`src/hw/rtl/jssv_pkg.sv`:
```
// Shared types, codes and character helpers for the JSON subset stream validator.
package jssv_pkg;

  // Default nesting limit.
  localparam int DEFAULT_MAX_DEPTH = 64;

  // Parser phases.
  typedef enum logic [3:0] {
    PH_VALUE     = 4'd0,
    PH_OBJ_OPEN  = 4'd1,
    PH_ARR_OPEN  = 4'd2,
    PH_STR       = 4'd3,
    PH_KEY_STR   = 4'd4,
    PH_AFTER_KEY = 4'd5,
    PH_LIT_T     = 4'd6,
    PH_LIT_F     = 4'd7,
    PH_AFTER_VAL = 4'd8,
    PH_OBJ_COMMA = 4'd9,
    PH_ARR_COMMA = 4'd10,
    PH_DONE      = 4'd11
  } phase_t;

  // Result status codes.
  localparam logic [3:0] ST_OK          = 4'd0;
  localparam logic [3:0] ST_EXP_VALUE   = 4'd1;
  localparam logic [3:0] ST_UNSUPPORTED = 4'd2;
  localparam logic [3:0] ST_EXP_RBRACE  = 4'd3;
  localparam logic [3:0] ST_EXP_RBRACK  = 4'd4;
  localparam logic [3:0] ST_EXP_STR_END = 4'd5;
  localparam logic [3:0] ST_EXP_TRUE    = 4'd6;
  localparam logic [3:0] ST_EXP_FALSE   = 4'd7;
  localparam logic [3:0] ST_EXP_COLON   = 4'd8;
  localparam logic [3:0] ST_BAD_LIST    = 4'd9;
  localparam logic [3:0] ST_TOO_DEEP    = 4'd10;

  // Top value kinds.
  localparam logic [2:0] KIND_OBJECT = 3'd0;
  localparam logic [2:0] KIND_ARRAY  = 3'd1;
  localparam logic [2:0] KIND_STRING = 3'd2;
  localparam logic [2:0] KIND_BOOL   = 3'd3;
  localparam logic [2:0] KIND_NONE   = 3'd4;

  // Characters.
  localparam logic [7:0] CH_LBRACE = 8'h7B;
  localparam logic [7:0] CH_RBRACE = 8'h7D;
  localparam logic [7:0] CH_LBRACK = 8'h5B;
  localparam logic [7:0] CH_RBRACK = 8'h5D;
  localparam logic [7:0] CH_QUOTE  = 8'h22;
  localparam logic [7:0] CH_T      = 8'h74;
  localparam logic [7:0] CH_F      = 8'h66;
  localparam logic [7:0] CH_COLON  = 8'h3A;
  localparam logic [7:0] CH_COMMA  = 8'h2C;
  localparam logic [7:0] CH_SPACE  = 8'h20;
  localparam logic [7:0] CH_LF     = 8'h0A;
  localparam logic [7:0] CH_CR     = 8'h0D;
  localparam logic [7:0] CH_TAB    = 8'h09;

  localparam logic [2:0] LEN_TRUE  = 3'd4;
  localparam logic [2:0] LEN_FALSE = 3'd5;

  // Stack command from the parser step to the container stack.
  typedef struct packed {
    logic push;
    logic pop;
    logic is_array;
    logic clear;
  } stack_op_t;

  function automatic logic is_ws(input logic [7:0] c);
    return c inside {CH_SPACE, CH_LF, CH_CR, CH_TAB};
  endfunction

  // Letters of "true" by position.
  function automatic logic [7:0] true_char(input logic [2:0] idx);
    logic [7:0] ch;
    case (idx)
      3'd0:    ch = 8'h74;
      3'd1:    ch = 8'h72;
      3'd2:    ch = 8'h75;
      3'd3:    ch = 8'h65;
      default: ch = 8'h00;
    endcase
    return ch;
  endfunction

  // Letters of "false" by position.
  function automatic logic [7:0] false_char(input logic [2:0] idx);
    logic [7:0] ch;
    case (idx)
      3'd0:    ch = 8'h66;
      3'd1:    ch = 8'h61;
      3'd2:    ch = 8'h6C;
      3'd3:    ch = 8'h73;
      3'd4:    ch = 8'h65;
      default: ch = 8'h00;
    endcase
    return ch;
  endfunction

endpackage

```
`src/hw/rtl/jssv_ram.sv`:
```
// Generic single-write, single-read RAM with registered read data.
module jssv_ram #(
  parameter int WIDTH = 1,
  parameter int DEPTH = 64,
  localparam int AW = (DEPTH > 1) ? $clog2(DEPTH) : 1
) (
  input  logic             clk,
  input  logic             we,
  input  logic [AW-1:0]    waddr,
  input  logic [WIDTH-1:0] wdata,
  input  logic [AW-1:0]    raddr,
  output logic [WIDTH-1:0] rdata
);

  logic [WIDTH-1:0] mem [DEPTH];

  // Write port and registered read port
  always_ff @(posedge clk) begin
    if (we) begin
      mem[waddr] <= wdata;
    end
    rdata <= mem[raddr];
  end

endmodule

```
`src/hw/rtl/jssv_stack.sv`:
```
// Container stack: depth counter, cached top entry and prefetched entry below it.
module jssv_stack #(
  parameter int MAX_DEPTH = jssv_pkg::DEFAULT_MAX_DEPTH,
  localparam int DW = $clog2(MAX_DEPTH + 1)
) (
  input  logic                clk,
  input  logic                rst_n,
  input  logic                op_en,
  input  jssv_pkg::stack_op_t op,
  output logic [DW-1:0]       depth,
  output logic                top_is_array,
  output logic                below_is_array
);
  import jssv_pkg::*;

  localparam int AW = (MAX_DEPTH > 1) ? $clog2(MAX_DEPTH) : 1;

  logic [DW-1:0] depth_r, depth_nxt;
  logic          top_r, top_nxt;
  logic          we;
  logic [DW-1:0] raddr_full;

  // Next depth and top entry
  always_comb begin
    depth_nxt = depth_r;
    top_nxt   = top_r;
    we        = 1'b0;
    if (op_en) begin
      if (op.clear) begin
        depth_nxt = '0;
      end else if (op.push) begin
        depth_nxt = depth_r + DW'(1);
        top_nxt   = op.is_array;
        we        = 1'b1;
      end else if (op.pop) begin
        depth_nxt = depth_r - DW'(1);
        top_nxt   = below_is_array;
      end
    end
  end

  // Prefetch the entry two below the next depth, i.e. below the next top
  assign raddr_full = depth_nxt - DW'(2);

  jssv_ram #(
    .WIDTH(1),
    .DEPTH(MAX_DEPTH)
  ) u_ram (
    .clk   (clk),
    .we    (we),
    .waddr (depth_r[AW-1:0]),
    .wdata (op.is_array),
    .raddr (raddr_full[AW-1:0]),
    .rdata (below_is_array)
  );

  always_ff @(posedge clk) begin
    if (!rst_n) begin
      depth_r <= '0;
      top_r   <= 1'b0;
    end else begin
      depth_r <= depth_nxt;
      top_r   <= top_nxt;
    end
  end

  assign depth        = depth_r;
  assign top_is_array = top_r;

endmodule

```
`src/hw/rtl/jssv_step.sv`:
```
// Per-byte parser step: next phase, stack command and result for one byte.
module jssv_step #(
  parameter int MAX_DEPTH = jssv_pkg::DEFAULT_MAX_DEPTH,
  localparam int DW = $clog2(MAX_DEPTH + 1)
) (
  input  jssv_pkg::phase_t    phase,
  input  logic [2:0]          lit_idx,
  input  logic [2:0]          top_kind,
  input  logic [DW-1:0]       depth,
  input  logic                top_is_array,
  input  logic                below_is_array,
  input  logic [7:0]          byte_value,
  input  logic                last_byte,
  output jssv_pkg::phase_t    phase_nxt,
  output logic [2:0]          lit_idx_nxt,
  output logic [2:0]          top_kind_nxt,
  output jssv_pkg::stack_op_t op,
  output logic                res_valid,
  output logic [3:0]          res_status,
  output logic [2:0]          res_kind
);
  import jssv_pkg::*;

  logic          do_disp, do_close, do_vdone;
  logic          in_array;
  logic [DW-1:0] depth_eff;
  logic          emit;
  logic [3:0]    status;
  phase_t        ph;
  logic [2:0]    li;
  logic [2:0]    kind;
  logic [2:0]    li_inc;
  logic          post_arr;
  logic [DW-1:0] post_depth;
  logic [3:0]    end_err;

  always_comb begin
    do_disp    = 1'b0;
    do_close   = 1'b0;
    do_vdone   = 1'b0;
    emit       = 1'b0;
    status     = ST_OK;
    ph         = phase;
    li         = lit_idx;
    kind       = top_kind;
    op         = '0;
    depth_eff  = depth;
    in_array   = (depth != '0) && top_is_array;
    li_inc     = lit_idx + 3'd1;
    post_arr   = top_is_array;
    post_depth = depth;
    end_err    = ST_EXP_VALUE;

    // Phase decode
    case (phase)
      PH_VALUE: begin
        if (!is_ws(byte_value)) do_disp = 1'b1;
      end
      PH_OBJ_OPEN: begin
        if (byte_value == CH_RBRACE) begin
          do_close = 1'b1;
        end else if (byte_value == CH_QUOTE) begin
          ph = PH_KEY_STR;
        end else if (!is_ws(byte_value)) begin
          emit = 1'b1; status = ST_BAD_LIST;
        end
      end
      PH_ARR_OPEN: begin
        if (byte_value == CH_RBRACK) begin
          do_close = 1'b1;
        end else if (is_ws(byte_value)) begin
          ph = PH_VALUE;
        end else begin
          do_disp = 1'b1;
        end
      end
      PH_STR: begin
        if (byte_value == CH_QUOTE) do_vdone = 1'b1;
      end
      PH_KEY_STR: begin
        if (byte_value == CH_QUOTE) ph = PH_AFTER_KEY;
      end
      PH_AFTER_KEY: begin
        if (byte_value == CH_COLON) begin
          ph = PH_VALUE;
        end else if (!is_ws(byte_value)) begin
          emit = 1'b1; status = ST_EXP_COLON;
        end
      end
      PH_LIT_T: begin
        if (lit_idx < LEN_TRUE && byte_value == true_char(lit_idx)) begin
          li = li_inc;
          if (li_inc == LEN_TRUE) begin
            li = '0;
            if (depth == '0) kind = KIND_BOOL;
            do_vdone = 1'b1;
          end
        end else begin
          emit = 1'b1; status = ST_EXP_TRUE;
        end
      end
      PH_LIT_F: begin
        if (lit_idx < LEN_FALSE && byte_value == false_char(lit_idx)) begin
          li = li_inc;
          if (li_inc == LEN_FALSE) begin
            li = '0;
            if (depth == '0) kind = KIND_BOOL;
            do_vdone = 1'b1;
          end
        end else begin
          emit = 1'b1; status = ST_EXP_FALSE;
        end
      end
      PH_AFTER_VAL: begin
        if (!is_ws(byte_value)) begin
          if (byte_value == CH_COMMA) begin
            ph = in_array ? PH_ARR_COMMA : PH_OBJ_COMMA;
          end else if (byte_value == (in_array ? CH_RBRACK : CH_RBRACE)) begin
            do_close = 1'b1;
          end else begin
            emit = 1'b1; status = in_array ? ST_EXP_RBRACK : ST_EXP_RBRACE;
          end
        end
      end
      PH_OBJ_COMMA: begin
        if (byte_value == CH_QUOTE) begin
          ph = PH_KEY_STR;
        end else if (!is_ws(byte_value)) begin
          emit = 1'b1; status = ST_BAD_LIST;
        end
      end
      PH_ARR_COMMA: begin
        if (is_ws(byte_value)) begin
          ph = PH_VALUE;
        end else begin
          do_disp = 1'b1;
        end
      end
      default: ;
    endcase

    // Start of a value
    if (do_disp) begin
      if (byte_value == CH_LBRACE || byte_value == CH_LBRACK) begin
        if (depth >= DW'(MAX_DEPTH)) begin
          emit = 1'b1; status = ST_TOO_DEEP;
        end else begin
          if (depth == '0) kind = (byte_value == CH_LBRACK) ? KIND_ARRAY : KIND_OBJECT;
          op.push     = 1'b1;
          op.is_array = (byte_value == CH_LBRACK);
          ph = (byte_value == CH_LBRACK) ? PH_ARR_OPEN : PH_OBJ_OPEN;
        end
      end else if (byte_value == CH_QUOTE) begin
        if (depth == '0) kind = KIND_STRING;
        ph = PH_STR;
      end else if (byte_value == CH_T) begin
        li = 3'd1;
        ph = PH_LIT_T;
      end else if (byte_value == CH_F) begin
        li = 3'd1;
        ph = PH_LIT_F;
      end else begin
        emit = 1'b1; status = ST_UNSUPPORTED;
      end
    end

    // Closing bracket pops one level
    if (do_close) begin
      if (depth != '0) begin
        op.pop    = 1'b1;
        depth_eff = depth - DW'(1);
      end
      do_vdone = 1'b1;
    end

    // Completed value: top level finishes, otherwise wait for separator
    if (do_vdone) begin
      if (depth_eff == '0) begin
        emit = 1'b1; status = ST_OK;
      end else begin
        ph = PH_AFTER_VAL;
      end
    end

    if (emit) ph = PH_DONE;

    // Stack view after this byte, for the end-of-input error
    if (op.push) begin
      post_depth = depth + DW'(1);
      post_arr   = op.is_array;
    end else if (op.pop) begin
      post_depth = depth - DW'(1);
      post_arr   = below_is_array;
    end

    case (ph)
      PH_OBJ_OPEN:                  end_err = ST_EXP_RBRACE;
      PH_ARR_OPEN:                  end_err = ST_EXP_RBRACK;
      PH_STR, PH_KEY_STR:           end_err = ST_EXP_STR_END;
      PH_AFTER_KEY:                 end_err = ST_EXP_COLON;
      PH_LIT_T:                     end_err = ST_EXP_TRUE;
      PH_LIT_F:                     end_err = ST_EXP_FALSE;
      PH_AFTER_VAL: begin
        end_err = (post_depth != '0 && post_arr) ? ST_EXP_RBRACK : ST_EXP_RBRACE;
      end
      PH_OBJ_COMMA, PH_ARR_COMMA:   end_err = ST_BAD_LIST;
      default:                      end_err = ST_EXP_VALUE;
    endcase

    // Final byte: report if still open, then start a fresh document
    res_valid  = emit;
    res_status = status;
    res_kind   = kind;
    if (last_byte) begin
      if (!emit && phase != PH_DONE) begin
        res_valid  = 1'b1;
        res_status = end_err;
      end
      ph       = PH_VALUE;
      li       = '0;
      kind     = KIND_NONE;
      op.clear = 1'b1;
    end

    phase_nxt    = ph;
    lit_idx_nxt  = li;
    top_kind_nxt = kind;
  end

endmodule

```
`src/hw/rtl/json_subset_stream_validator.sv`:
```
// Top level of the JSON subset stream validator: parser state, stack and result register.
//
// Usage:
//   Input channel (in_valid/in_ready) carries one document byte per transfer in
//   in_byte_value, with in_last_byte set on the final byte of a document.
//   Output channel (out_valid/out_ready) carries at most one result per
//   document: out_status and out_top_kind. A result appears at the first
//   syntax error, when the top value completes, or on the final byte with the
//   end-of-input error of the current phase. Bytes after a result are consumed
//   silently until the final byte, after which the parser starts a new document.
//   A result is presented in the cycle after the byte that caused it.
//   Throughput: one byte per cycle while in_ready is high; the parser state
//   and the top-of-stack bit are updated together, and the entry below the
//   top is prefetched from the nesting RAM so a pop never waits on the RAM read.
//   Stalls: in_ready drops only while a result is held and out_ready is low;
//   the held result stays stable until taken.
//   Reset (rst_n low, synchronous): parser idle, no nesting, no result pending.
//   The nesting RAM is not cleared; only levels written earlier are read.
module json_subset_stream_validator #(
  parameter int MAX_DEPTH = jssv_pkg::DEFAULT_MAX_DEPTH
) (
  input  logic       clk,
  input  logic       rst_n,
  input  logic       in_valid,
  output logic       in_ready,
  input  logic [7:0] in_byte_value,
  input  logic       in_last_byte,
  output logic       out_valid,
  input  logic       out_ready,
  output logic [3:0] out_status,
  output logic [2:0] out_top_kind
);
  import jssv_pkg::*;

  localparam int DW = $clog2(MAX_DEPTH + 1);

  phase_t        phase_r, phase_nxt;
  logic [2:0]    lit_idx_r, lit_idx_nxt;
  logic [2:0]    top_kind_r, top_kind_nxt;
  logic [DW-1:0] depth;
  logic          top_is_array, below_is_array;
  stack_op_t     op;
  logic          res_valid;
  logic [3:0]    res_status;
  logic [2:0]    res_kind;
  logic          in_xfer;
  logic          out_valid_r;
  logic [3:0]    out_status_r;
  logic [2:0]    out_kind_r;

  assign in_ready = !out_valid_r || out_ready;
  assign in_xfer  = in_valid && in_ready;

  jssv_step #(
    .MAX_DEPTH(MAX_DEPTH)
  ) u_step (
    .phase          (phase_r),
    .lit_idx        (lit_idx_r),
    .top_kind       (top_kind_r),
    .depth          (depth),
    .top_is_array   (top_is_array),
    .below_is_array (below_is_array),
    .byte_value     (in_byte_value),
    .last_byte      (in_last_byte),
    .phase_nxt      (phase_nxt),
    .lit_idx_nxt    (lit_idx_nxt),
    .top_kind_nxt   (top_kind_nxt),
    .op             (op),
    .res_valid      (res_valid),
    .res_status     (res_status),
    .res_kind       (res_kind)
  );

  jssv_stack #(
    .MAX_DEPTH(MAX_DEPTH)
  ) u_stack (
    .clk            (clk),
    .rst_n          (rst_n),
    .op_en          (in_xfer),
    .op             (op),
    .depth          (depth),
    .top_is_array   (top_is_array),
    .below_is_array (below_is_array)
  );

  // Parser state
  always_ff @(posedge clk) begin
    if (!rst_n) begin
      phase_r    <= PH_VALUE;
      lit_idx_r  <= '0;
      top_kind_r <= KIND_NONE;
    end else if (in_xfer) begin
      phase_r    <= phase_nxt;
      lit_idx_r  <= lit_idx_nxt;
      top_kind_r <= top_kind_nxt;
    end
  end

  // Result register
  always_ff @(posedge clk) begin
    if (!rst_n) begin
      out_valid_r <= 1'b0;
    end else if (in_xfer && res_valid) begin
      out_valid_r <= 1'b1;
    end else if (out_ready) begin
      out_valid_r <= 1'b0;
    end
  end

  always_ff @(posedge clk) begin
    if (in_xfer && res_valid) begin
      out_status_r <= res_status;
      out_kind_r   <= res_kind;
    end
  end

  assign out_valid    = out_valid_r;
  assign out_status   = out_status_r;
  assign out_top_kind = out_kind_r;

endmodule

```
`config.mk`:
```
export PLATFORM = sky130hd
export DESIGN_NAME = json_subset_stream_validator
export DESIGN_NICKNAME = d
export VERILOG_FILES = /design/src/hw/rtl/jssv_pkg.sv /design/src/hw/rtl/jssv_ram.sv /design/src/hw/rtl/jssv_stack.sv /design/src/hw/rtl/jssv_step.sv /design/src/hw/rtl/json_subset_stream_validator.sv
export SDC_FILE = /design/constraint.sdc
export NUM_CORES = 1
export LEC_CHECK = 0
export BUFFER_PORTS_ARGS = -buffer_cell sky130_fd_sc_hd__buf_2
export CELL_PAD_IN_SITES_DETAIL_PLACEMENT = 1
export CELL_PAD_IN_SITES_GLOBAL_PLACEMENT = 2
export CORE_AREA = 2 2 147 149
export CTS_CLUSTER_SIZE = 12
export DETAILED_ROUTE_END_ITERATION = 10
export DIE_AREA = 0 0 149 151
export PLACE_DENSITY_LB_ADDON = 0.05
export SYNTH_ARGS = -nofsm -noshare
export SYNTH_HDL_FRONTEND = slang
export SYNTH_SLANG_ARGS = --single-unit
```
`constraint.sdc`:
```
create_clock -name clk -period 21.6 [get_ports clk]
set_clock_uncertainty 0.05 [all_clocks]
set_input_delay 4.32 -clock clk [delete_from_list [all_inputs] [get_ports clk]]
set_output_delay 4.32 -clock clk [all_outputs]
set_load 0.05 [all_outputs]
```
* Word-level counts from Yosys, hierarchy flattened
Memories as Yosys holds them, arrays and structs flattened. A register that Yosys moved wholly into a read port is not among the register bits.
Index checks and enable logic that the tools add are counted.
** Storage, ports and cells
- Flip-flop bits (word level) :: 26
- Memory bits (writable) :: 64
- Input port bits :: 13
- Output and inout bits :: 9
- Word-level logic and storage cells :: 217
- Memories kept :: 1
** Cells by class
- $add $sub $neg :: 4
- Magnitude comparators :: 3
- Equality and inequality tests :: 43
- Mux-type cells :: 134
- Bitwise operators :: 1
- Reduce and logical (&&, ||, !) cells :: 23
** Memories
- u_stack.u_ram.mem :: depth 64, bits a word 1, read ports 1, clocked after Yosys merged registers in 1, wr ports 1, RTL line jssv_ram.sv:15 : logic [WIDTH-1:0] mem [DEPTH];
** Operator list (count)
- 4-bit 2-to-1 mux :: 36
- 3-bit 2-to-1 mux :: 26
- 1-bit 2-to-1 mux :: 50
- 8-bit by 7-bit equality test with 1-bit output, second input constant :: 6
- 7-bit 2-to-1 mux :: 6
- 7-bit one-hot mux with 5 select lines :: 1
- 4-bit by 3-bit equality test with 1-bit output, second input constant :: 8
- 8-bit by 6-bit equality test with 1-bit output, second input constant :: 4
- 4-bit one-hot mux with 8 select lines :: 1
- 4-bit one-hot mux with 7 select lines :: 1
- 7-bit one-hot mux with 4 select lines :: 1
- 4-bit equality test, second input constant :: 6
- 8-bit by 4-bit equality test with 1-bit output, second input constant :: 3
- 8-bit equality test :: 3
- 4-bit one-hot mux with 6 select lines :: 1
- 4-bit by 2-bit equality test with 1-bit output, second input constant :: 4
- 8-bit 2-to-1 mux :: 2
- 7-bit logical NOT :: 2
- 7-bit nonzero test :: 2
- 3-bit one-hot mux with 2 select lines :: 2
- 3-bit equality test, second input constant :: 3
- 4-bit by 1-bit equality test with 1-bit output, second input constant :: 2
- 7-bit by 1-bit adder with 7-bit output, second input constant :: 1
- 7-bit >= comparator, second input constant :: 1
- other kinds (22) :: 36

* Logic depth before layout (Yosys ltp)
- Depth after elaboration :: 21
- Gate-level depth with buffers :: 19
- Mapped depth without buffers :: 17

* Hierarchy
Synthesis repeated with hierarchy kept, for this count alone.
** Second synthesis, totals
- Cells, all modules :: 661
- Area, all modules :: 6374.9 µm²
** Modules (own cells, without submodules)
- jssv_ram :: times used 1, cells an instance 205, area an instance 2936.6 µm², sequential area each 1941.9 µm²
- jssv_step :: times used 1, cells an instance 320, area an instance 2120.8 µm², sequential area each 0.0 µm²
- json_subset_stream_validator :: times used 1, cells an instance 58, area an instance 688.2 µm², sequential area each 430.4 µm²
- jssv_stack :: times used 1, cells an instance 78, area an instance 629.4 µm², sequential area each 160.2 µm²

* Least setup slack after synthesis
No wires, ideal clock.
- Kind :: input port to flip-flop
- From :: in in_byte_value[4]
- To :: mem u_stack.u_ram.mem[0] (data pin)
- Arrival time :: 8815 ps
- Data required time :: 20686 ps
- Setup slack :: 11871 ps
- Cell stages on the path :: 5
- Path through :: buf_4 -> nand3b_1 -> or4_4 -> clkbuf_1 -> nor4_1
** On the way
- Word-level cells in the longest chain between the ends :: 6
** RTL lines
- from (decl) :: RTL line json_subset_stream_validator.sv:26 : input logic [7:0] in_byte_value,
- 8-bit by 6-bit equality test with 1-bit output or 8-bit by 4-bit equality test with 1-bit output (tied branches) :: RTL line jssv_pkg.sv:70 : return c inside {CH_SPACE, CH_LF, CH_CR, CH_TAB};
- 4-bit nonzero test :: RTL line jssv_pkg.sv:70
- 1-bit 2-to-1 mux :: RTL line jssv_step.sv:57, jssv_step.sv:71, jssv_step.sv:133
- 1-bit 2-to-1 mux :: RTL line jssv_step.sv:69 : if (byte_value == CH_RBRACK) begin
- 1-bit one-hot mux with 2 select lines :: RTL line jssv_step.sv:55 : case (phase)
- 1-bit 2-to-1 mux * :: RTL line jssv_step.sv:143 : if (do_disp) begin
- via u_stack.u_ram.wdata :: RTL line jssv_ram.sv:10 : input logic [WIDTH-1:0] wdata,
- to (decl) :: RTL line jssv_ram.sv:15
The timed path passes the listed nets; every way through them passes the cells marked *.

* Worst setup path in the final report
- From :: in out_ready
- To :: out in_ready
** On the way
- Word-level cells in the longest chain between the ends :: 1
** RTL lines
- from (decl) :: RTL line json_subset_stream_validator.sv:29 : input logic out_ready,
- 1-bit logical OR :: RTL line json_subset_stream_validator.sv:51 : assign in_ready = !out_valid_r || out_ready;
- to (decl) :: RTL line json_subset_stream_validator.sv:25 : output logic in_ready,
No other way between the ends.

==> results.md <==
* CTS tree: built
* Netlist cell types at a little over 90
* CTS buffer count at 9
* Overflow after GRT at 0
* Crit. End Element: primary output
* Average size of a mapped cell at roughly 9.4 um^2
* Final Slew Violations at 0
* Nets@finish at a little under 700
* Clock Pin Slew Worst Setup and Hold Paths at ~70 ps
* Drt via density at between 5 and 6
* Post_cts resized at 0
* Via count at 5167
* Final WL at approximately 20000 um
* WL/cell at approximately 22 um
* Number of enable flip-flop cells after synthesis at about 70
* DRC errors left at 0
* DP Worst Slack at 12380 ps
* Clock Path Buffers at 2
* Synth Cell Area at ~0.0062 mm^2
* Peak Freq at approximately 110 MHz
* Synth area leader: edfxtp_1
* Antenna Nets Post-Route at 0
* Area of the die at about 0.022 mm^2
* Synth top area share at between 30% and 40%
* Final worst setup slack at ~12000 ps
* Register bit total from synthesis at 91
* Clock root buffer: clkbuf_16
* Worst Path Max Fanout at 5
* Worst-margin pin slew at between 1000 and 1500 ps
* Clk_lat worst skew at ~350 ps
* Startpoint types: input port
* Max Cap Violations at 0
* Antenna violations before repair at 0
* Most common cell in the synthesized netlist: nor2_1
* Status: completed
* Starting density of the core at between 20% and 30%
* Inst Count DP at around 920
* Placed wire-length estimate at approximately 15000 um
* Largest net degree at the start of global routing at between 60 and 70
* Die Span Y at roughly 150 um
* Slew headroom at between 15 and 20%
* H-tree levels at 3
* Setup bufs post-CTS at 0
* Filler Cells Inserted at 2438
* Gr usage total at a little under a fifth
* Hold_buf cts at 0
* Minimum clock period at 9210 ps
* Warnings from Yosys at 0
* Flop2flop setup slack at 16370 ps
* Non-Filler Instances at 939
* DIE WIDTH at around 150 um
* Top post-synthesis cells by area: edfxtp_1, mux2i_1, nor2_1
* Final period utilization at 42.6%
* Seq/Total Area, Yosys at about two fifths
* Synth-to-Final Area Change at 10.1%
* Required @ worst endpoint at 17230 ps
* Clk sinks at slightly above 90
* First-pass GRT wire length at roughly 32000 um
* Setup-failing EPs final at 0
* Pleak at around 2.2 nW
* Number of global-route vias before repair at 5320
* Core area at 0.0208 mm^2
* Hold violation count in the final report at 0
* VDD IR max at 0.0394 mV
* Post-synth top cells: nor2_1, edfxtp_1, mux2i_1, nand2_1, a21oi_1
* RSZ-0062 raised after global routing: no
* I/O Pins at 22
* RD Place Congestion at roughly 0.77
* Cells after synthesis at approximately 660
* Worst Path Arrival at 4840 ps
* Fraction of registers with async set/reset at 0%
* Layout cells sized above 1 at 12.3%
* Power density over cell area at ~58 mW/mm^2
* DRC violation total after the first TritonRoute iteration at approximately 400
* Antenna Cells at 0
* Syn nets at between 600 and 700
* 1st-pass router iterations at 4
* IO buf count at 21
* CP Class: in2out
* Most used DFF post-synth: edfxtp_1
* Min-Delay Path Class: reg2reg
* Setup TNS Final at 0 ps
* Row cnt at between 50 and 60
-- flip-flops by register name, indices dropped and copies added, names as in the netlist --
| register | count |
|---|---|
| lit_idx_r | 3 |
| out_status | 4 |
| out_top_kind | 3 |
| out_valid | 1 |
| phase_r | 4 |
| top_kind_r | 3 |
| u_stack.depth | 7 |
| u_stack.top_is_array | 1 |
| u_stack.u_ram.mem | 64 |
| u_stack.u_ram.rdata | 1 |
-- metal layers --
metal | track usage, % | routed length, um
met1 | 29.2 | 11000
met2 | 27.7 | 8600
met3 | 2.53 | 605
met4 | 3.48 | 159
met5 | 0 | 0
-- worst max-delay path, stage by stage --
cell and delay (ps):
buf_2 70, nand2b_1 160, buf_2 290
-- final cells by class --
class                      count  area (um^2)  share of cell area (%)
multi-input combinational    514         3440                    50.4
clock inverter                 7         73.8                    1.08
sequential                    91         2530                    37.1
inverter                      15         56.3                   0.824
tap                          275          344                    5.04
timing repair buffer          28          158                    2.31
clock buffer                   9          225                    3.30
-- report_power, final --
group	internal [W]	switching [W]	total, W
registers	0.000188	0.00000222	0.000191
logic	0.0000129	0.0000292	0.0000421
clock network	0.0000903	0.0000713	0.000162
total	0.000292	0.000103	0.000394
-- path summary, 6_finish.rpt --
check,start,to,cells after the start
max reg2reg,phase_r[1],u_stack.u_ram.rdata,14
min,top_kind_r[2],top_kind_r[2],2
min reg2reg,top_kind_r[2],top_kind_r[2],2
max,out_ready,in_ready,3
-- cell usage in the layout, fill, tap and decap left out, types with 14 or more instances in the layout --
master | synthesis | routed
nand3_1 | 16 | 16
o21ai_0 | 28 | 28
mux2i_1 | 51 | 51
dfxtp_1 | 20 | 20
nand2_1 | 35 | 35
edfxtp_1 | 71 | 71
buf_2 | 5 | 21
nor2_1 | 115 | 115
inv_1 | 14 | 14
a21oi_1 | 33 | 33
nor3_1 | 20 | 20
-- through the flow --
stage / hold WS [ps] / utilization, % / total power, W / area (um^2)
2_1_floorplan: 402 / - / 0.000224 / 6200
3_3_place_gp: 425 / 31.4 / 0.000236 / 6530
3_5_place_dp: 423 / 31.4 / 0.000236 / 6530
4_1_cts: 441 / 32.8 / 0.000399 / 6830
5_1_grt: 460 / 32.8 / 0.000410 / 6830
6_report: 438 / 32.8 / 0.000394 / 6830
-- cells by family (layout without fill, tap and decap cells) --
group                    Yosys count  count (layout)  synth area share [%]
flip-flops                        91              91                  40.8
AND/OR/NAND/NOR                  291             291                  24.8
XOR/XNOR                          13              13                  1.96
buffers and inverters             53              59                  3.85
multiplexers                      58              58                  9.86
AO/OA/AOI/OAI                    140             140                  16.3
adder cells (fa/ha/maj)           12              12                  2.42
Power figures use the tool's default switching activity.
